$ cat src/design/assert_macros.svh
// assertion macros used by the allocator top level
`ifndef ASSERT_MACROS_SVH
`define ASSERT_MACROS_SVH

`ifndef SYNTH

// property checked at every clock edge outside reset
`define ASSERT_PROP(lbl, clk, rst_n, prop) \
    lbl: assert property (@(posedge clk) disable iff (!rst_n) (prop)) \
        else $error("assertion failed: lbl");

// same-cycle implication
`define ASSERT_IMPLIES(lbl, clk, rst_n, ante, cons) \
    lbl: assert property (@(posedge clk) disable iff (!rst_n) (ante) |-> (cons)) \
        else $error("assertion failed: lbl");

// next-cycle implication
`define ASSERT_NEXT(lbl, clk, rst_n, ante, cons) \
    lbl: assert property (@(posedge clk) disable iff (!rst_n) (ante) |=> (cons)) \
        else $error("assertion failed: lbl");

`else

`define ASSERT_PROP(lbl, clk, rst_n, prop)
`define ASSERT_IMPLIES(lbl, clk, rst_n, ante, cons)
`define ASSERT_NEXT(lbl, clk, rst_n, ante, cons)

`endif

`endif

$ cat src/design/ffsa_ram.sv
// generic simple dual-port ram with registered read
`timescale 1ns / 1ps

module ffsa_ram #(
    parameter int WIDTH = 8,
    parameter int DEPTH = 16
) (
    input  logic                     clk,
    input  logic                     we,
    input  logic [$clog2(DEPTH)-1:0] waddr,
    input  logic [WIDTH-1:0]         wdata,
    input  logic                     re,
    input  logic [$clog2(DEPTH)-1:0] raddr,
    output logic [WIDTH-1:0]         rdata
);

    logic [WIDTH-1:0] mem_reg [DEPTH];
    logic [WIDTH-1:0] rdata_reg;

    always_ff @(posedge clk)
    begin
        if (we)
        begin
            mem_reg[waddr] <= wdata;
        end
        if (re)
        begin
            rdata_reg <= mem_reg[raddr];
        end
    end

    assign rdata = rdata_reg;

endmodule

$ cat config.mk
export PLATFORM = sky130hd
export DESIGN_NAME = ffsa_ram
export DESIGN_NICKNAME = d
export VERILOG_FILES = /design/src/design/assert_macros.svh /design/src/design/ffsa_ram.sv
export SDC_FILE = /design/constraint.sdc
export NUM_CORES = 1
export LEC_CHECK = 0
export ABC_AREA = 1
export ABC_CLOCK_PERIOD_IN_PS = 3950
export BUFFER_PORTS_ARGS = -buffer_cell sky130_fd_sc_hd__buf_4
export CAP_MARGIN = 20
export CORE_MARGIN = 5
export CORE_UTILIZATION = 35
export DETAILED_ROUTE_END_ITERATION = 12
export PLACE_DENSITY_LB_ADDON = 0.15
export SLEW_MARGIN = 20
export SYNTH_ARGS = -nofsm -noshare
export SYNTH_HDL_FRONTEND = slang
export SYNTH_SLANG_ARGS = --single-unit
$ cat constraint.sdc
create_clock -name clk -period 3.95 [get_ports clk]
set_clock_uncertainty 0.15 [all_clocks]
set_input_delay 0.5925 -clock clk [delete_from_list [all_inputs] [get_ports clk]]
set_output_delay 0.5925 -clock clk [all_outputs]
set_load 0.03 [all_outputs]
==> impl_metrics.env, run 1 <==
export IMPL_finalSetupViolations=0
export IMPL_numPortBuffers=26
export IMPL_grt_max_degree=66
export IMPL_clk_pin_slew_worst_paths_ns=0.06
export IMPL_cts_tree="done"
export IMPL_synth_area_sq_um=5850
export IMPL_syn_avg_cell_area_sq_um=10.6
export IMPL_largest_register_ff_count=128
export IMPL_dpl_hpwl_mm=8.71
export IMPL_vias=3764
export IMPL_grt_pass1_vias=3663
export IMPL_initial_utilization=0.355
export IMPL_worstHoldPathType="input port to flip-flop"
export IMPL_fin_tns_setup_ns=0
export IMPL_finalHoldViolCount=0
export IMPL_cts_sinks=136
export IMPL_wl_mm=14.4
export IMPL_finalCritPeriodShare=0.743
export IMPL_antenna_left=0
export IMPL_fmax_ghz=0.341
export IMPL_die_area_sq_um=19400
export IMPL_ys_types=11
export IMPL_design_core_area_sq_um=16500
export IMPL_drt_first_iter_violations=308
export IMPL_netlist_instances=551
export IMPL_crit_path_end_kind="flip-flop"
export IMPL_clkPwrFrac=0.443
export IMPL_cts_root_buf="clkbuf_16"
export IMPL_start_kind="input port"
export IMPL_insertion_delay_ns=0.42
export IMPL_grt_use_total=0.157
export IMPL_synth_seq_area_share=0.698
export IMPL_outcome="finished, final reports clean"
export IMPL_cp_data_arrival_time_ns=2.96
export IMPL_vdd_ir_drop_max_mv=0.319
export IMPL_internal_power_mw=2.59
export IMPL_drive_gt1_frac=0.0923
export IMPL_comb_power_share=0.064
export IMPL_cts_hold_buf=0
export IMPL_firstDrtPassIters=6
export IMPL_die_h_microns=139
export IMPL_fin_area_sq_um=6700
export IMPL_power_density_nw_per_um2=496
export IMPL_fin_crit_ns=2.93
export IMPL_post_cts_resize_count=0
export IMPL_clk_path_buf_depth=2
export IMPL_hold_ws_ns=0.326
export IMPL_grt_ovfl_total=0
export IMPL_cp_data_required_time_ns=3.97
export IMPL_drc=0
export IMPL_worst_pin_slew_ns=0.999
export IMPL_nets=591
export IMPL_synth_fp_nets=570
export IMPL_synth_top_cell_by_area="edfxtp_1"
export IMPL_routedWlPerCell_microns=17.9
export IMPL_rsz0062_at_grt="false"
export IMPL_yosysWarnings=0
export IMPL_worstPathMaxFanout=65
export IMPL_area_delta_synth_final_pct=14.5
export IMPL_leakage_nw=2.83
export IMPL_synthTopCellsByArea="edfxtp_1 (70%), nand2_1 (11%), nand3_1 (8.3%), inv_1 (6.4%), buf_6 (1.2%)"
export IMPL_gp_congestion=0.812
export IMPL_via_per_inst=4.68
export IMPL_synth_top_area_share=0.698
export IMPL_htree_num_levels=4
export IMPL_p_seq_frac=0.493
export IMPL_rows=47
export IMPL_post_cts_setup_buffers=0
export IMPL_die_width_microns=139
export IMPL_drv_slew=0
export IMPL_p_switching_mw=0.728
export IMPL_io_pins=27
export IMPL_n_antenna_cell=0
export IMPL_max_slew_margin_rel=0.334
export IMPL_post_dp_cell_area_sq_um=6150
export IMPL_grt_pass1_wl_mm=22.5
export IMPL_switching_share=0.219
export IMPL_antenna_found_initial=0
export IMPL_synth_seq_cells=136
export IMPL_numCtsBuffers=17
export IMPL_drv_cap=0
export IMPL_critical_path_class="input port to flip-flop"
==> power by group through the flow <==
stage | registers, mW | clock network [mW] | logic (mW)
2_1_floorplan | 1.68 | 0 | 0.114
3_3_place_gp | 1.67 | 0 | 0.213
3_5_place_dp | 1.67 | 0 | 0.214
4_1_cts | 1.64 | 1.49 | 0.215
5_1_grt | 1.64 | 1.57 | 0.236
6_report | 1.64 | 1.47 | 0.211
==> final cells by class <==
type,count,area (sq um)
tap,220,275
clock buffer,18,429
clock inverter,14,114
inverter,102,384
timing repair buffer,26,195
multi-input combinational,289,1210
fill,1619,9770
sequential,136,4080
==> cells in the mapped netlist <==
cell        n
buf_1       1
buf_2      13
buf_4       4
buf_6       6
edfxtp_1  136
inv_1     100
inv_2       2
nand2_1   173
nand3_1    97
nand3b_1    2
nor2_1     17
==> per-layer routing <==
metal	part of all wire	wire length [microns]	track usage
met5	0	0	0
met4	0.019	268	0.0623
met3	0.047	681	0.0333
met2	0.46	6590	0.238
met1	0.48	6890	0.221
==> through the flow <==
step / total power, mW / instances / utilization / setup WS, ns
after CTS: 3.34 / 805 / 0.407 / 1.42
after global placement: 1.88 / 773 / 0.374 / 0.983
after detailed placement: 1.88 / 773 / 0.374 / 0.976
after floorplan: 1.79 / 551 / - / 2.26
after global routing: 3.44 / 805 / 0.407 / 0.807
final: 3.32 / 805 / 0.407 / 1.02
==> cell families (layout without fill, tap and decap cells) <==
family        Yosys count  in the layout  share of synthesized area
simple gates          289            289                      0.208
flops                 136            136                      0.698
buf+inv               126            160                     0.0939
==> worst max-delay path, stage by stage <==
cell      delay (ns)
buf_4           0.57
clkinv_2        0.97
nand2_1         0.25
nand2_1         0.08
nand2_1         0.06
nand3_1         0.12
nand3_1         0.18
nand2_1         0.06
==> final timing paths <==
check	start	end	slack, ns	cells past startpoint
setup / recovery	raddr[0]	rdata[3]$_DFFE_PP_	1.02	8
hold / removal	re	rdata[4]$_DFFE_PP_	0.33	1
setup reg to reg	mem_reg[1][4]$_DFFE_PP_	rdata[4]$_DFFE_PP_	2.58	6
hold reg to reg	mem_reg[10][6]$_DFFE_PP_	rdata[6]$_DFFE_PP_	0.58	6
==> placed cells by master, fill, tap and decap left out, drive strengths merged <==
master / n
nand2: 173
edfxtp: 136
inv: 101
nand3: 97
buf: 26
clkbuf: 18
nor2: 17
clkinv: 13
nand3b: 2
bufinv: 2
(Power assumes the default switching activity.)
==> run 2, diff against run 1 <==
ABC_CLOCK_PERIOD_IN_PS = 2900   (was 3950)
clock period = 2.9 ns   (was 3.95 ns; I/O delays follow)
==> run 2 against run 1 <==
Effect of this change:
- count of clock-buffer cells in the layout shrank 1
- sequential share of layout area shrank 0.83 points
- cell area grew 1.4%
- global-route usage shrank 0.85 points
- clock power grew 38%
- critical path depth shrank 5
- sequential cell count is the same
- cell count grew 1.2%
- via count shrank 0.66%
- critical endpoint is now mem_reg[9][6]$_DFFE_PP_
- largest cell class unchanged
==> impl_metrics.env, run 2 (same netlist as run 1, synthesis figures left out) <==
export IMPL_outcome="finished, final reports clean"
export IMPL_antenna_left=0
export IMPL_gp_congestion=0.823
export IMPL_dpl_hpwl_mm=8.79
export IMPL_clk_path_buf_depth=2
export IMPL_power_density_nw_per_um2=670
export IMPL_switching_share=0.221
export IMPL_antenna_found_initial=0
export IMPL_drv_cap=0
export IMPL_grt_pass1_vias=3787
export IMPL_cts_root_buf="clkbuf_16"
export IMPL_cts_sinks=136
export IMPL_via_per_inst=4.59
export IMPL_routedWlPerCell_microns=16.9
export IMPL_numCtsBuffers=17
export IMPL_post_cts_resize_count=0
export IMPL_crit_path_end_kind="flip-flop"
export IMPL_p_switching_mw=1.00
export IMPL_min_from="re"
export IMPL_insertion_delay_ns=0.42
export IMPL_htree_num_levels=4
export IMPL_fmax_ghz=0.577
export IMPL_clkPwrFrac=0.446
export IMPL_critical_path_class="input port to flip-flop"
export IMPL_dpl_cell_count=783
export IMPL_worstPathMaxFanout=8
export IMPL_worst_pin_slew_ns=0.921
export IMPL_worstHoldPathCells=1
export IMPL_vias=3739
export IMPL_cp_data_arrival_time_ns=1.62
export IMPL_cts_tree="done"
export IMPL_leakage_nw=2.87
export IMPL_timing_rr_start="mem_reg[0][7]$_DFFE_PP_"
export IMPL_p_seq_frac=0.490
export IMPL_design_core_area_sq_um=16500
export IMPL_max_slew_margin_rel=0.384
export IMPL_start_kind="input port"
export IMPL_firstDrtPassIters=4
export IMPL_die_width_microns=139
export IMPL_internal_power_mw=3.54
export IMPL_r2r_end="rdata[7]$_DFFE_PP_"
export IMPL_drc=0
export IMPL_fin_tns_setup_ns=0
export IMPL_layout_common_cells="nand2_1 (173), edfxtp_1 (136), inv_1 (100)"
export IMPL_numPortBuffers=26
export IMPL_area_delta_synth_final_pct=16.1
export IMPL_vdd_ir_drop_max_mv=0.386
export IMPL_finalSetupViolations=0
export IMPL_nets=601
export IMPL_rrSetupSlack_ns=1.57
export IMPL_comb_power_share=0.064
export IMPL_clk_pin_slew_worst_paths_ns=0.06
export IMPL_fin_cells=815
export IMPL_finalCritPeriodShare=0.597
export IMPL_fin_crit_ns=1.73
export IMPL_grt_use_total=0.148
export IMPL_n_antenna_cell=0
export IMPL_cts_hold_buf=0
export IMPL_finalHoldViolCount=0
export IMPL_hold_ws_ns=0.172
export IMPL_rows=47
export IMPL_die_h_microns=139
export IMPL_drive_gt1_frac=0.114
export IMPL_largest_register_ff_count=128
export IMPL_post_cts_setup_buffers=0
export IMPL_wl_mm=13.8
export IMPL_worstHoldPathType="input port to flip-flop"
export IMPL_final_common_cell="nand2_1"
export IMPL_cp_data_required_time_ns=2.79
export IMPL_io_pins=27
export IMPL_grt_pass1_wl_mm=21.4
export IMPL_rsz0062_at_grt="false"
export IMPL_drt_first_iter_violations=275
export IMPL_holdPathEnd="rdata[0]$_DFFE_PP_"
export IMPL_rr_worst_depth=6
export IMPL_die_area_sq_um=19400
export IMPL_startpoint="waddr[2]"
export IMPL_grt_max_degree=39
export IMPL_grt_ovfl_total=0
export IMPL_utilization=0.412
export IMPL_drv_slew=0
export IMPL_initial_utilization=0.355
-- run 2: how the worst max path moves through the flow --
stage,endpoint,slack (ns)
after detailed placement,mem_reg[9][0]$_DFFE_PP_,0.77
after global routing,rdata[7]$_DFFE_PP_,1.13
final,mem_reg[9][6]$_DFFE_PP_,1.17
after CTS,mem_reg[9][0]$_DFFE_PP_,1.22
after floorplan,mem_reg[10][0]$_DFFE_PP_,1.36
after global placement,rdata[7]$_DFFE_PP_,0.79
-- run 2: critical path, cell delays in order --
cell and delay, ns:
buf_4 0.12, nand3b_1 0.29, nor2_1 0.77
-- run 2: per-layer routing --
metal,routed length (microns),GRT usage
met5,0,0
met4,197,0.0474
met3,681,0.0443
met2,6600,0.237
met1,6310,0.195
-- run 2: cell type report --
type	instances	area (sq um)
Fill cell	1649	9680
Sequential cell	136	4080
Multi-Input combinational cell	289	1210
Clock buffer	17	425
Inverter	102	383
Tap cell	220	275
Timing Repair Buffer	36	270
Clock inverter	15	136
-- run 2: per-stage QoR --
step	setup slack, ns	cell area, sq um	total power [mW]
floorplan	1.36	5850	2.44
global placement	0.795	6230	2.56
detailed placement	0.768	6230	2.56
CTS	1.22	6790	4.60
global route	1.13	6790	4.72
finish	1.17	6790	4.55
-- run 2: power by group through the flow --
stage               clock network (mW)  registers [mW]  logic [mW]
floorplan                            0            2.28       0.155
global placement                     0            2.27       0.294
detailed placement                   0            2.27       0.294
CTS                               2.07            2.23       0.296
global route                      2.17            2.23       0.324
finish                            2.03            2.23       0.289
==> run 3, diff against run 2 <==
ABC_CLOCK_PERIOD_IN_PS = 1500   (was 2900)
clock period = 1.5 ns   (was 2.9 ns; I/O delays follow)
==> run 3 against run 2 <==
Effect of this change:
- largest cell class unchanged
- via count increased by 1.2%
- highest routed layer unchanged
- core utilization increased by 1.0 points
- critical path type is now flip-flop to primary output
- non-clock buffer count rose by 17
- worst hold slack got worse by 0.16 ns
- combinational power is 110% higher
- sequential share of layout area down 1.4 points
- global-route usage rose by 0.52 points
==> impl_metrics.env, run 3 (same netlist as run 1, synthesis figures left out) <==
export IMPL_max_stage_delay_ns=0.41
export IMPL_drv_cap=0
export IMPL_grt_pass1_wl_mm=22.4
export IMPL_leakage_nw=2.98
export IMPL_rows=47
export IMPL_critical_path_class="flip-flop to primary output"
export IMPL_vias=3782
export IMPL_cts_sinks=136
export IMPL_timing_rr_start="mem_reg[1][6]$_DFFE_PP_"
export IMPL_die_width_microns=139
export IMPL_max_slew_margin_rel=0.584
export IMPL_post_cts_resize_count=0
export IMPL_clk_path_buf_depth=2
export IMPL_cts_tree="done"
export IMPL_endpoint="rdata[5]"
export IMPL_r2r_end="rdata[6]$_DFFE_PP_"
export IMPL_grt_max_degree=57
export IMPL_grt_ovfl_total=0
export IMPL_gp_congestion=0.775
export IMPL_nets=618
export IMPL_grt_use_total=0.153
export IMPL_worstHoldPathType="input port to flip-flop"
export IMPL_fmax_ghz=0.718
export IMPL_rsz0062_at_grt="false"
export IMPL_layout_common_cells="nand2_1 (173), edfxtp_1 (136), inv_1 (100)"
export IMPL_fillCellCount=1601
export IMPL_cts_root_buf="clkbuf_16"
export IMPL_critPathBufInv=1
export IMPL_critPathTopFamily="flip-flops"
export IMPL_outcome="finished, final reports clean"
export IMPL_rr_worst_depth=6
export IMPL_startpoint="rdata[5]$_DFFE_PP_"
export IMPL_drc=0
export IMPL_io_pins=27
export IMPL_fin_area_sq_um=6950
export IMPL_die_area_sq_um=19400
export IMPL_cp_data_arrival_time_ns=1.02
export IMPL_numPortBuffers=26
export IMPL_numCtsBuffers=17
export IMPL_initial_utilization=0.355
export IMPL_drv_slew=0
export IMPL_fin_crit_ns=1.39
export IMPL_start_kind="flip-flop"
export IMPL_worst_pin_slew_ns=0.622
export IMPL_htree_num_levels=4
export IMPL_post_dp_cell_area_sq_um=6390
export IMPL_finalHoldViolCount=0
export IMPL_path_cells="buf_4"
export IMPL_insertion_delay_ns=0.42
export IMPL_cp_data_required_time_ns=1.12
export IMPL_crit_path_end_kind="primary output"
export IMPL_power_density_nw_per_um2=1260
export IMPL_finalSetupViolations=0
export IMPL_clk_pin_slew_worst_paths_ns=0.06
export IMPL_fin_tns_setup_ns=0
export IMPL_worstPathMaxFanout=1
export IMPL_cp_depth=1
export IMPL_dpl_hpwl_mm=8.75
export IMPL_crit_slowest_cell="edfxtp_1"
export IMPL_n_antenna_cell=0
export IMPL_drive_gt1_frac=0.129
export IMPL_antenna_left=0
export IMPL_grt_pass1_vias=3914
export IMPL_finalCritPeriodShare=0.928
export IMPL_rrSetupSlack_ns=0.17
export IMPL_antenna_found_initial=0
export IMPL_routedWlPerCell_microns=16.7
export IMPL_firstDrtPassIters=4
export IMPL_final_common_cell="nand2_1"
export IMPL_area_delta_synth_final_pct=18.9
export IMPL_wl_mm=13.9
export IMPL_drt_first_iter_violations=431
export IMPL_largest_register_ff_count=128
export IMPL_die_h_microns=139
export IMPL_via_per_inst=4.55
export IMPL_vdd_ir_drop_max_mv=0.826
export IMPL_post_cts_setup_buffers=0
export IMPL_design_core_area_sq_um=16500
[run 3: worst min path at each step]
| stage | from | slack, ns | end | cells past startpoint |
|---|---|---|---|---|
| 2_1_floorplan | wdata[0] | 0.17 | mem_reg[0][0]$_DFFE_PP_ | 0 |
| 3_3_place_gp | re | 0.39 | rdata[7]$_DFFE_PP_ | 1 |
| 3_5_place_dp | re | 0.38 | rdata[7]$_DFFE_PP_ | 1 |
| 4_1_cts | wdata[0] | 0.001 | mem_reg[10][0]$_DFFE_PP_ | 1 |
| 5_1_grt | wdata[0] | 0.009 | mem_reg[10][0]$_DFFE_PP_ | 1 |
| 6_report | wdata[0] | 0.01 | mem_reg[10][0]$_DFFE_PP_ | 1 |
[run 3: timing repair]
item / 4_1_cts / 5_1_grt
hold buffers: 2 / 0
endpoints found under the setup margin: 0 / 0
endpoints found under the hold margin: 24 / 0
[run 3: layout make-up]
type / instances / area, sq um / share of cell area
tap: 220 / 275 / 0.0396
sequential: 136 / 4080 / 0.587
inverter: 102 / 383 / 0.0551
timing repair buffer: 53 / 453 / 0.0651
multi-input combinational: 289 / 1210 / 0.175
clock buffer: 20 / 437 / 0.0628
clock inverter: 12 / 109 / 0.0157
[run 3: power breakdown]
part | switching [mW] | total [mW] | leakage [nW] | internal (mW)
registers | 0.0232 | 4.31 | 1.24 | 4.28
clock network | 1.48 | 3.88 | 0.270 | 2.40
logic | 0.406 | 0.599 | 1.47 | 0.193
[run 3: per-stage QoR]
stage	util	total power [mW]	setup slack, ns	std cells	hold WS, ns
after floorplan	-	4.72	0.174	551	0.174
after global placement	0.388	4.99	-0.181	798	0.386
after detailed placement	0.388	4.99	-0.185	798	0.381
after CTS	0.422	8.89	0.0853	832	0.00121
after global routing	0.422	9.12	0.0522	832	0.00904
final	0.422	8.79	0.108	832	0.0121
[run 3: per-layer routing]
layer / GRT usage / wire length (microns) / part of all wire
met5: 0 / 0 / 0
met3: 0.0391 / 906 / 0.065
met2: 0.233 / 6310 / 0.46
met1: 0.211 / 6310 / 0.46
met4: 0.0623 / 333 / 0.024
