<file path="src/design/assert_macros.svh">
// assertion macros used by the allocator top level
`ifndef ASSERT_MACROS_SVH
`define ASSERT_MACROS_SVH

`ifndef SYNTH

// property checked at every clock edge outside reset
`define ASSERT_PROP(lbl, clk, rst_n, prop) \
    lbl: assert property (@(posedge clk) disable iff (!rst_n) (prop)) \
        else $error("assertion failed: lbl");

// same-cycle implication
`define ASSERT_IMPLIES(lbl, clk, rst_n, ante, cons) \
    lbl: assert property (@(posedge clk) disable iff (!rst_n) (ante) |-> (cons)) \
        else $error("assertion failed: lbl");

// next-cycle implication
`define ASSERT_NEXT(lbl, clk, rst_n, ante, cons) \
    lbl: assert property (@(posedge clk) disable iff (!rst_n) (ante) |=> (cons)) \
        else $error("assertion failed: lbl");

`else

`define ASSERT_PROP(lbl, clk, rst_n, prop)
`define ASSERT_IMPLIES(lbl, clk, rst_n, ante, cons)
`define ASSERT_NEXT(lbl, clk, rst_n, ante, cons)

`endif

`endif

</file>
<file path="src/design/ffsa_pkg.sv">
// shared types and constants of the first-fit spectrum allocator
`timescale 1ns / 1ps

package ffsa_pkg;

    localparam int SLOTS_DEF = 128;
    localparam int LINKS_DEF = 64;

    // divider operand widths: numerator is demand + cores - 1
    localparam int NUMER_W = 14;
    localparam int DENOM_W = 6;
    // window width before range check: quotient + guard
    localparam int CALC_W  = 15;

    typedef enum logic [0:0] {
        CFG_CORE_COUNT  = 1'b0,
        CFG_GUARD_SLOTS = 1'b1
    } cfg_idx_t;

    typedef enum logic [0:0] {
        FUNC_ALLOC   = 1'b0,
        FUNC_RELEASE = 1'b1
    } func_t;

    typedef struct packed {
        func_t       func;
        logic [63:0] link_mask;
        logic [12:0] slots_needed;
        logic [6:0]  release_first;
        logic [6:0]  release_last;
    } in_item_t;

    typedef struct packed {
        logic       granted;
        logic [6:0] first_slot;
        logic [6:0] last_slot;
    } out_item_t;

    typedef struct packed {
        logic               start;
        logic [NUMER_W-1:0] numer;
        logic [DENOM_W-1:0] denom;
    } div_req_t;

    typedef struct packed {
        logic               done;
        logic [NUMER_W-1:0] quot;
    } div_rsp_t;

endpackage

</file>
<file path="src/design/ffsa_div.sv">
// restoring divider, one quotient bit per cycle
`timescale 1ns / 1ps

module ffsa_div (
    input  logic              clk,
    input  logic              rst_n,
    input  ffsa_pkg::div_req_t req,
    output ffsa_pkg::div_rsp_t rsp
);

    localparam int NW = ffsa_pkg::NUMER_W;
    localparam int DW = ffsa_pkg::DENOM_W;
    localparam int CW = $clog2(NW + 1);

    logic          busy_reg, busy_next;
    logic [CW-1:0] cnt_reg, cnt_next;
    logic [DW-1:0] rem_reg, rem_next;
    logic [NW-1:0] quot_reg, quot_next;
    logic [DW-1:0] den_reg, den_next;
    logic [DW:0]   trial;

    always_comb
    begin
        busy_next = busy_reg;
        cnt_next  = cnt_reg;
        rem_next  = rem_reg;
        quot_next = quot_reg;
        den_next  = den_reg;
        trial     = {rem_reg, quot_reg[NW-1]};
        if (req.start)
        begin
            busy_next = 1'b1;
            cnt_next  = '0;
            rem_next  = '0;
            quot_next = req.numer;
            den_next  = req.denom;
        end
        else if (busy_reg)
        begin
            // shift numerator bits out of the top, quotient bits in at the bottom
            if (trial >= {1'b0, den_reg})
            begin
                rem_next  = DW'(trial - {1'b0, den_reg});
                quot_next = {quot_reg[NW-2:0], 1'b1};
            end
            else
            begin
                rem_next  = trial[DW-1:0];
                quot_next = {quot_reg[NW-2:0], 1'b0};
            end
            cnt_next = cnt_reg + CW'(1);
            if (cnt_reg == CW'(NW - 1))
            begin
                busy_next = 1'b0;
            end
        end
    end

    always_ff @(posedge clk or negedge rst_n)
    begin
        if (!rst_n)
        begin
            busy_reg <= 1'b0;
            cnt_reg  <= '0;
        end
        else
        begin
            busy_reg <= busy_next;
            cnt_reg  <= cnt_next;
        end
    end

    always_ff @(posedge clk)
    begin
        rem_reg  <= rem_next;
        quot_reg <= quot_next;
        den_reg  <= den_next;
    end

    assign rsp.done = !busy_reg;
    assign rsp.quot = quot_reg;

endmodule
</file>
<file path="config.mk">
export PLATFORM = sky130hd
export DESIGN_NAME = ffsa_div
export DESIGN_NICKNAME = d
export VERILOG_FILES = /design/src/design/assert_macros.svh /design/src/design/ffsa_pkg.sv /design/src/design/ffsa_div.sv
export SDC_FILE = /design/constraint.sdc
export NUM_CORES = 1
export LEC_CHECK = 0
export BUFFER_PORTS_ARGS = -buffer_cell sky130_fd_sc_hd__buf_4
export CAP_MARGIN = 20
export CORE_AREA = 4 4 65 67
export DETAILED_ROUTE_END_ITERATION = 7
export DIE_AREA = 0 0 69 71
export HOLD_SLACK_MARGIN = 0.15
export PLACE_DENSITY = 0.71
export REMOVE_ABC_BUFFERS = 1
export SLEW_MARGIN = 20
export SYNTH_ARGS = -nofsm -noshare
export SYNTH_HDL_FRONTEND = slang
export SYNTH_SLANG_ARGS = --single-unit
</file>
<file path="constraint.sdc">
create_clock -name clk -period 2.33 [get_ports clk]
set_input_delay 0.466 -clock clk [delete_from_list [all_inputs] [get_ports clk]]
set_output_delay 0.466 -clock clk [all_outputs]
set_load 0.03 [all_outputs]
</file>
==> results of run 1 <==
-- cells by family (layout without fill, tap and decap cells) --
group / after synthesis / in the layout / synth area share, %
AOI/OAI and AO/OA: 21 / 21 / 9.11
DFF: 31 / 31 / 53.1
and+or+nand+nor: 28 / 28 / 8.33
buffers and inverters: 18 / 59 / 4.71
xor gates and xnor gates: 6 / 6 / 3.30
adders and majority gates: 10 / 10 / 8.33
muxes: 19 / 19 / 13.1
-- placed cells by master (no fill, tap or decap), types with 2 or more instances in the layout --
cell | netlist | routed
nor2b_1 | 2 | 2
o21ai_0 | 5 | 5
xnor2_1 | 2 | 2
mux2i_1 | 4 | 4
clkbuf_8 | 0 | 5
nand2b_1 | 2 | 2
mux2_2 | 15 | 15
a211oi_1 | 4 | 4
nor3_1 | 2 | 2
ha_1 | 9 | 9
buf_4 | 0 | 38
clkbuf_1 | 3 | 2
a21oi_1 | 4 | 4
xor2_1 | 4 | 4
edfxtp_1 | 20 | 20
dfxtp_1 | 6 | 6
inv_1 | 12 | 12
dfrtp_1 | 5 | 5
nand2_1 | 4 | 4
nor2_1 | 13 | 13
-- Yosys cell counts (4+ instances only) --
library cell	n	area (um^2)
a211oi_1	4	30.0
a21oi_1	4	20.0
dfrtp_1	5	125
dfxtp_1	6	120
edfxtp_1	20	601
ha_1	9	113
inv_1	12	45.0
mux2_2	15	169
mux2i_1	4	40.0
nand2_1	4	15.0
nor2_1	13	48.8
o21ai_0	5	25.0
xor2_1	4	35.0
-- what timing repair did --
item	CTS	global route
hold buffers	1	0
buffers inserted	0	0
hold endpoints to repair	5	0
-- final cells by class --
cell class	count	area (um^2)	area share, %
Clock buffer	7	76.3	3.82
Clock inverter	1	5.00	0.250
Inverter	12	45.0	2.25
Multi-Input combinational cell	84	672	33.6
Sequential cell	31	846	42.3
Tap cell	48	60.1	3.00
Timing Repair Buffer	39	295	14.8
-- routing by layer --
layer	up-vias	global-route usage, %	routed length (um)
met2	31	24.5	1680
met5	-	0	0
met4	0	4.56	57
met3	7	5.68	186
li1	558	-	-
met1	533	14.9	1320
-- worst max-delay path, cell delays in order (launching register included) --
cell and delay (ns):
edfxtp_1 0.33, inv_1 0.04, ha_1 0.33, a21o_1 0.18
a211o_1 0.29, a41o_1 0.35, mux2_2 0.32
-- worst max path at each step --
stage | endpoint | slack (ns) | depth (start not counted)
after floorplan | rem_reg[4] | 0.31 | 8
after global placement | quot_reg[0] | 0.33 | 6
after detailed placement | quot_reg[0] | 0.25 | 6
after CTS | quot_reg[0] | 0.24 | 6
after global routing | quot_reg[0] | 0.18 | 6
final | quot_reg[0] | 0.25 | 6
-- per-stage QoR --
stage / cell area [um^2] / std cells / worst slack, ns
6_report: 2000 / 222 / 0.248
5_1_grt: 2000 / 222 / 0.183
4_1_cts: 2000 / 222 / 0.243
3_5_place_dp: 1910 / 213 / 0.252
3_3_place_gp: 1910 / 213 / 0.332
2_1_floorplan: 1560 / 127 / 0.311
-- report_power, final --
| group | internal, W | switching, W |
|---|---|---|
| sequential | 0.000672 | 0.0000506 |
| combinational | 0.000246 | 0.000285 |
| clock | 0.000209 | 0.000192 |
==> flow_metrics.env, run 1 <==
export IMPL_cts_buffers=5
export IMPL_htreeDepth=2
export IMPL_clk_latency_ns=0.28
export IMPL_die_y_um=71
export IMPL_netlist_area_um2=1590
export IMPL_antenna_found_initial=0
export IMPL_grt_overflow_total=0
export IMPL_cp_arrival_ns=2.12
export IMPL_maxSlewViolCount=0
export IMPL_start_util_pct=43.8
export IMPL_power_density_nw_per_um2=828
export IMPL_synth_distinct_cells=34
export IMPL_skew_ns=0.00438
export IMPL_p_total_w=0.00166
export IMPL_holdPathStages=1
export IMPL_async_reset_ff_share_pct=16.1
export IMPL_setup_viol=0
export IMPL_core_um2=3630
export IMPL_boundaryPins=38
export IMPL_grt_use_total_pct=13.8
export IMPL_hold_class="in2reg"
export IMPL_reg2reg_from="den_reg[4]"
export IMPL_r2r_end="quot_reg[0]"
export IMPL_holdWs_ns=0.361
export IMPL_crit_type="reg2reg"
export IMPL_final_antenna_net_count=0
export IMPL_r2r_worst_path_cells=6
export IMPL_drtIter0Drc=38
export IMPL_worstHoldStart="req[0]"
export IMPL_syn_avg_cell_area_um2=12.0
export IMPL_yosysSeqAreaShare_pct=53.1
export IMPL_rsz0062_at_grt="false"
export IMPL_root_buffer="clkbuf_8"
export IMPL_critPathRequiredTime_ns=2.36
export IMPL_vias_per_cell=5.09
export IMPL_fp_dieW_um=69
export IMPL_status="completed"
export IMPL_cts_sinks=31
export IMPL_place_congestion=0.770
export IMPL_clock_fmax_ghz=0.480
export IMPL_crit_start="den_reg[4]"
export IMPL_regToRegSetupSlack_ns=0.25
export IMPL_period_needed_ns=2.08
export IMPL_finalSetupTns_ns=0
export IMPL_start_kind="flip-flop"
export IMPL_synthFlopType="edfxtp_1"
export IMPL_critPathMaxFanout=9
export IMPL_relSlewSlack_pct=60.4
export IMPL_post_drt_wl_per_cell_um=14.6
export IMPL_hold_end="den_reg[0]"
export IMPL_leakagePower_nw=0.890
export IMPL_first_global_vias=1192
export IMPL_fill_cells=331
export IMPL_syn_inst=133
export IMPL_tritoncts="built"
export IMPL_n_antenna_cell=0
export IMPL_end_kind="flip-flop"
export IMPL_rows=22
export IMPL_drv_cap=0
export IMPL_syn_to_final_growth_pct=25.5
export IMPL_cts_reportedPaths_clkPinSlew_ns=0.06
export IMPL_dp_final_hpwl_mm=2.30
export IMPL_largest_reg_flops=14
export IMPL_die_area_um2=4900
export IMPL_grt_max_degree=32
export IMPL_drcViolationCount=0
export IMPL_post_cts_resized=0
export IMPL_final_hold_viol_count=0
export IMPL_clk_path_buf_depth=2
export IMPL_fin_nets=206
export IMPL_grt_pass1_wl_mm=5.37
export IMPL_numPortBuffers=37
export IMPL_wl_mm=3.25
export IMPL_min_period_over_period_pct=89.3
export IMPL_first_pass_iters=4
export IMPL_drive_above_1_share_pct=34.5
export IMPL_ys_ff_latch=31
export IMPL_ir_worst_vdd_uv=548
export IMPL_worst_slew_pin_slew_ns=0.592
export IMPL_postLayoutCoreUtil_pct=55.0
export IMPL_yosys_warnings=0
export IMPL_dr_total_vias=1129
export IMPL_synth_edf_count=20
(Power assumes the default switching activity.)
==> run 2: changes to the inputs <==
--- a/config.mk
+++ b/config.mk
@@ -11,7 +11,8 @@
 export DETAILED_ROUTE_END_ITERATION = 7
 export DIE_AREA = 0 0 69 71
 export HOLD_SLACK_MARGIN = 0.15
-export PLACE_DENSITY = 0.71
+export MAX_ROUTING_LAYER = met4
+export PLACE_DENSITY = 0.74
 export REMOVE_ABC_BUFFERS = 1
 export SLEW_MARGIN = 20
 export SYNTH_ARGS = -nofsm -noshare
==> constraint.sdc (replaced) <==
create_clock -name clk -period 1.8 [get_ports clk]
set_input_delay 0.09 -clock clk [delete_from_list [all_inputs] [get_ports clk]]
set_output_delay 0.09 -clock clk [all_outputs]
set_load 0.03 [all_outputs]
==> run 2 against run 1 <==
Compared with the run above: the run now ends with negative setup slack left; die area stayed put; clock skew is 0.0011 ns higher; core utilization is 11 points higher; via count is 16% higher; worst setup slack worse by 0.35 ns; first-iteration DRC count is 130% higher; wire length is 15% higher; sequential share of layout area is 6.8 points lower; cell count is 16% higher; sequential power is 30% higher; clock power is 29% higher; largest cell class unchanged.
==> flow_metrics.env, run 2 (synthesis results as in run 1) <==
export IMPL_status="finished with violations"
export IMPL_violations="negative setup slack"
export IMPL_grt_max_degree=33
export IMPL_cts_sinks=31
export IMPL_tritoncts="built"
export IMPL_critPathMaxFanout=5
export IMPL_antenna_found_initial=0
export IMPL_boundaryPins=38
export IMPL_grt_pass1_wl_mm=6.09
export IMPL_root_buffer="clkbuf_8"
export IMPL_final_hold_viol_count=0
export IMPL_vias_per_cell=5.07
export IMPL_post_drt_wl_per_cell_um=14.5
export IMPL_clock_fmax_ghz=0.526
export IMPL_die_area_um2=4900
export IMPL_hold_class="in2reg"
export IMPL_clk_path_buf_depth=2
export IMPL_wl_mm=3.73
export IMPL_numPortBuffers=37
export IMPL_grt_overflow_total=0
export IMPL_rsz0062_at_grt="true"
export IMPL_ir_worst_vdd_uv=558
export IMPL_drtIter0Drc=87
export IMPL_grt_use_total_pct=15.9
export IMPL_critPathRequiredTime_ns=1.83
export IMPL_cts_reportedPaths_clkPinSlew_ns=0.06
export IMPL_drive_above_1_share_pct=40.5
export IMPL_multi_input_comb_area_um2=741
export IMPL_fin_nets=242
export IMPL_drv_cap=0
export IMPL_syn_to_final_growth_pct=49.6
export IMPL_first_global_vias=1358
export IMPL_fin_cells=258
export IMPL_final_antenna_net_count=0
export IMPL_cp_arrival_ns=1.93
export IMPL_holdWs_ns=0.226
export IMPL_start_util_pct=43.8
export IMPL_n_antenna_cell=0
export IMPL_fill_cells=284
export IMPL_dp_final_hpwl_mm=2.41
export IMPL_cts_buffers=5
export IMPL_dp_cells=225
export IMPL_fp_dieW_um=69
export IMPL_maxSlewViolCount=0
export IMPL_min_period_over_period_pct=106
export IMPL_first_pass_iters=4
export IMPL_rows=22
export IMPL_regArea_um2=846
export IMPL_worst_slew_pin_slew_ns=0.371
export IMPL_skew_ns=0.00547
export IMPL_htreeDepth=2
export IMPL_crit_type="reg2reg"
export IMPL_relSlewSlack_pct=75.3
export IMPL_place_congestion=0.874
export IMPL_core_um2=3630
export IMPL_power_density_nw_per_um2=993
export IMPL_drcViolationCount=0
export IMPL_final_common_cell="buf_4"
export IMPL_finalWorstSetupSlack_ns=-0.100
export IMPL_dr_total_vias=1308
export IMPL_leakagePower_nw=1.06
export IMPL_period_needed_ns=1.90
export IMPL_die_y_um=71
export IMPL_setup_viol=5
export IMPL_layout_common_cells="52 x buf_4, 22 x dlygate4sd3_1, 20 x edfxtp_1, 14 x mux2_2, 13 x nor2_1"
export IMPL_largest_reg_flops=14
export IMPL_end_kind="flip-flop"
export IMPL_clk_latency_ns=0.28
export IMPL_start_kind="flip-flop"
## run 2: path summary, 6_finish.rpt
check | endpoint | startpoint | slack, ns | cells after the start
setup / recovery | quot_reg[0] | den_reg[4] | -0.10 | 6
hold / removal | cnt_reg[2] | req[20] | 0.23 | 2
setup reg to reg | quot_reg[0] | den_reg[4] | -0.10 | 6
hold reg to reg | rem_reg[4] | rem_reg[4] | 0.51 | 2
max in group asynchronous | cnt_reg[2] | rst_n | 0.89 | 3
min in group asynchronous | busy_reg | rst_n | 0.73 | 3
## run 2: area by class of cell
class                           count  area share [%]
Inverter                           12            1.89
Clock buffer                        7            3.20
Clock inverter                      1           0.210
Timing Repair Buffer               74            25.6
Multi-Input combinational cell     85            31.1
Sequential cell                    31            35.5
Tap cell                           48            2.52
## run 2: critical path, stage by stage (launching register included)
cell      delay [ns]
edfxtp_1        0.38
inv_2           0.08
ha_4            0.19
a21o_1          0.17
a211o_1         0.29
a41o_4          0.29
mux2_4          0.26
## run 2: what timing repair did
item,CTS,global route
setup buffers,1,1
cloned,1,0
pin swaps,7,4
gates resized for setup,10,5
hold endpoints to repair,25,0
hold buffers,22,0
endpoints found under the setup margin,7,7
## run 2: report_power, final
| group | total [W] | internal, W | switching [W] | leakage [nW] |
|---|---|---|---|---|
| Clock | 0.000518 | 0.000271 | 0.000247 | 0.0422 |
| Sequential | 0.000939 | 0.000870 | 0.0000685 | 0.320 |
| Combinational | 0.000911 | 0.000459 | 0.000452 | 0.695 |
| Total | 0.00237 | 0.00160 | 0.000767 | 1.06 |
## run 2: per-stage QoR
stage                     utilization, %  setup slack [ns]  cell area (um^2)  total power, W  setup TNS (ns)
after floorplan                        -            -0.219              1560         0.00141          -0.803
after global placement              55.0            -0.146              2000         0.00167          -0.470
after detailed placement            55.0            -0.186              2000         0.00170          -0.847
after CTS                           65.0           -0.0767              2360         0.00234          -0.158
after global routing                65.6            -0.146              2380         0.00250          -0.713
final                               65.6            -0.100              2380         0.00237          -0.226
## run 2: metal layers
metal	routed length (um)	vias up	GRT usage, %
li1	-	628	-
met1	1480	636	17.3
met2	2050	38	28.9
met3	159	6	3.84
met4	35	0	3.90
met5	0	-	-
==> run 3: changes to the inputs <==
--- a/config.mk
+++ b/config.mk
@@ -13,7 +13,6 @@
 export HOLD_SLACK_MARGIN = 0.15
 export MAX_ROUTING_LAYER = met4
 export PLACE_DENSITY = 0.74
-export REMOVE_ABC_BUFFERS = 1
 export SLEW_MARGIN = 20
 export SYNTH_ARGS = -nofsm -noshare
 export SYNTH_HDL_FRONTEND = slang
==> run 3 against run 2 <==
Compared with the run above: the run still ends with negative setup slack left; critical path depth up 2; sequential power barely moved; register-to-register slack improved by 0.02 ns; global-route usage rose by 1.7 points; die area is the same; cell count up 2.3%; highest routed layer unchanged.
==> flow_metrics.env, run 3 (synthesis results as in run 1) <==
export IMPL_place_congestion=0.826
export IMPL_rows=22
export IMPL_reg2reg_from="den_reg[4]"
export IMPL_core_um2=3630
export IMPL_vias_per_cell=4.99
export IMPL_syn_to_final_growth_pct=54.2
export IMPL_postLayoutCoreUtil_pct=67.6
export IMPL_leakagePower_nw=1.09
export IMPL_critPathRequiredTime_ns=1.96
export IMPL_holdWs_ns=0.528
export IMPL_hold_class="in2reg"
export IMPL_skew_ns=0.00314
export IMPL_first_pass_iters=4
export IMPL_crit_type="reg2reg"
export IMPL_crit_start="den_reg[4]"
export IMPL_n_antenna_cell=0
export IMPL_critPathMaxFanout=6
export IMPL_largest_reg_flops=14
export IMPL_grt_max_degree=18
export IMPL_clock_fmax_ghz=0.533
export IMPL_htreeDepth=2
export IMPL_wl_mm=3.83
export IMPL_start_util_pct=43.8
export IMPL_period_needed_ns=1.88
export IMPL_fin_nets=248
export IMPL_multi_input_comb_area_um2=756
export IMPL_clk_latency_ns=0.28
export IMPL_relSlewSlack_pct=61.0
export IMPL_finalSetupTns_ns=-0.355
export IMPL_final_antenna_net_count=0
export IMPL_grt_pass1_wl_mm=6.64
export IMPL_finalWorstSetupSlack_ns=-0.0769
export IMPL_status="finished with violations"
export IMPL_grt_use_total_pct=17.6
export IMPL_dp_cells=228
export IMPL_die_area_um2=4900
export IMPL_maxSlewViolCount=0
export IMPL_regArea_um2=846
export IMPL_cts_reportedPaths_clkPinSlew_ns=0.07
export IMPL_setup_viol=7
export IMPL_drive_above_1_share_pct=42.6
export IMPL_grt_overflow_total=0
export IMPL_fill_cells=255
export IMPL_cp_arrival_ns=2.04
export IMPL_p_total_w=0.00245
export IMPL_end_kind="flip-flop"
export IMPL_post_drt_wl_per_cell_um=14.5
export IMPL_first_global_vias=1470
export IMPL_rsz0062_at_grt="true"
export IMPL_fin_cells=264
export IMPL_power_density_nw_per_um2=996
export IMPL_ir_worst_vdd_uv=666
export IMPL_layout_common_cells="57 x buf_4, 23 x dlygate4sd3_1, 20 x edfxtp_1, 14 x mux2_2, 13 x nor2_1"
export IMPL_tritoncts="built"
export IMPL_cts_buffers=5
export IMPL_final_hold_viol_count=0
export IMPL_cts_sinks=31
export IMPL_final_common_cell="buf_4"
export IMPL_dr_total_vias=1318
export IMPL_drtIter0Drc=57
export IMPL_boundaryPins=38
export IMPL_die_y_um=71
export IMPL_synth_fp_nets=166
export IMPL_clk_path_buf_depth=2
export IMPL_fp_dieW_um=69
export IMPL_min_period_over_period_pct=104
export IMPL_root_buffer="clkbuf_8"
export IMPL_numPortBuffers=37
export IMPL_violations="negative setup slack"
export IMPL_drv_cap=0
export IMPL_drcViolationCount=0
export IMPL_worst_slew_pin_slew_ns=0.583
export IMPL_start_kind="flip-flop"
export IMPL_antenna_found_initial=0
export IMPL_dp_final_hpwl_mm=2.54
export IMPL_worstHoldStart="req[0]"
run 3: changes by cell type in the layout (fill, tap and decap cells not counted), moves of 2 or more:
cell	previous run	this run
a21oi_2	0	2
ha_4	1	3
clkinv_1	0	2
buf_4	52	57
run 3: final timing paths:
kind,to,slack [ns],cells after the start
max in group asynchronous,busy_reg,0.89,3
max,rem_reg[0],-0.08,8
min in group asynchronous,cnt_reg[2],0.73,3
min reg2reg,rem_reg[5],0.54,2
min,den_reg[0],0.53,2
max reg2reg,rem_reg[0],-0.08,8
run 3: repair_timing:
action,in CTS,in global routing
resized for setup,6,3
endpoints found under the hold margin,34,0
pin swaps,7,6
setup buffers,5,0
setup endpoints to repair,7,7
hold buffers,23,0
run 3: stage by stage:
step,setup WS (ns),cell area (um^2)
2_1_floorplan,-0.0846,1650
3_3_place_gp,-0.113,2080
3_5_place_dp,-0.195,2080
4_1_cts,-0.120,2450
5_1_grt,-0.143,2460
6_report,-0.0769,2460
run 3: layout make-up:
cell class / instances / share of cell area, %
sequential: 31 / 34.4
inverter: 12 / 1.83
timing repair buffer: 81 / 27.3
multi-input combinational: 84 / 30.8
clock inverter: 2 / 0.306
tap: 48 / 2.45
clock buffer: 6 / 2.95
run 3: power breakdown:
part | switching (W) | total, W | internal [W]
clock network | 0.000258 | 0.000522 | 0.000263
logic | 0.000462 | 0.000984 | 0.000522
registers | 0.0000707 | 0.000941 | 0.000870
run 3: metal layers:
metal / vias to the layer above / share of wire, % / global-route usage (%)
met3: 14 / 4.5 / 4.55
met1: 622 / 37 / 17.8
met2: 44 / 55 / 31.0
li1: 638 / - / -
met5: - / 0 / -
met4: 0 / 3.4 / 9.33
run 3: critical path: stages, from the launching register on:
cell	delay, ns
edfxtp_1	0.37
inv_2	0.07
ha_4	0.19
a21o_1	0.15
a211o_1	0.26
a41o_4	0.28
buf_4	0.16
mux2i_1	0.17
o31ai_1	0.11
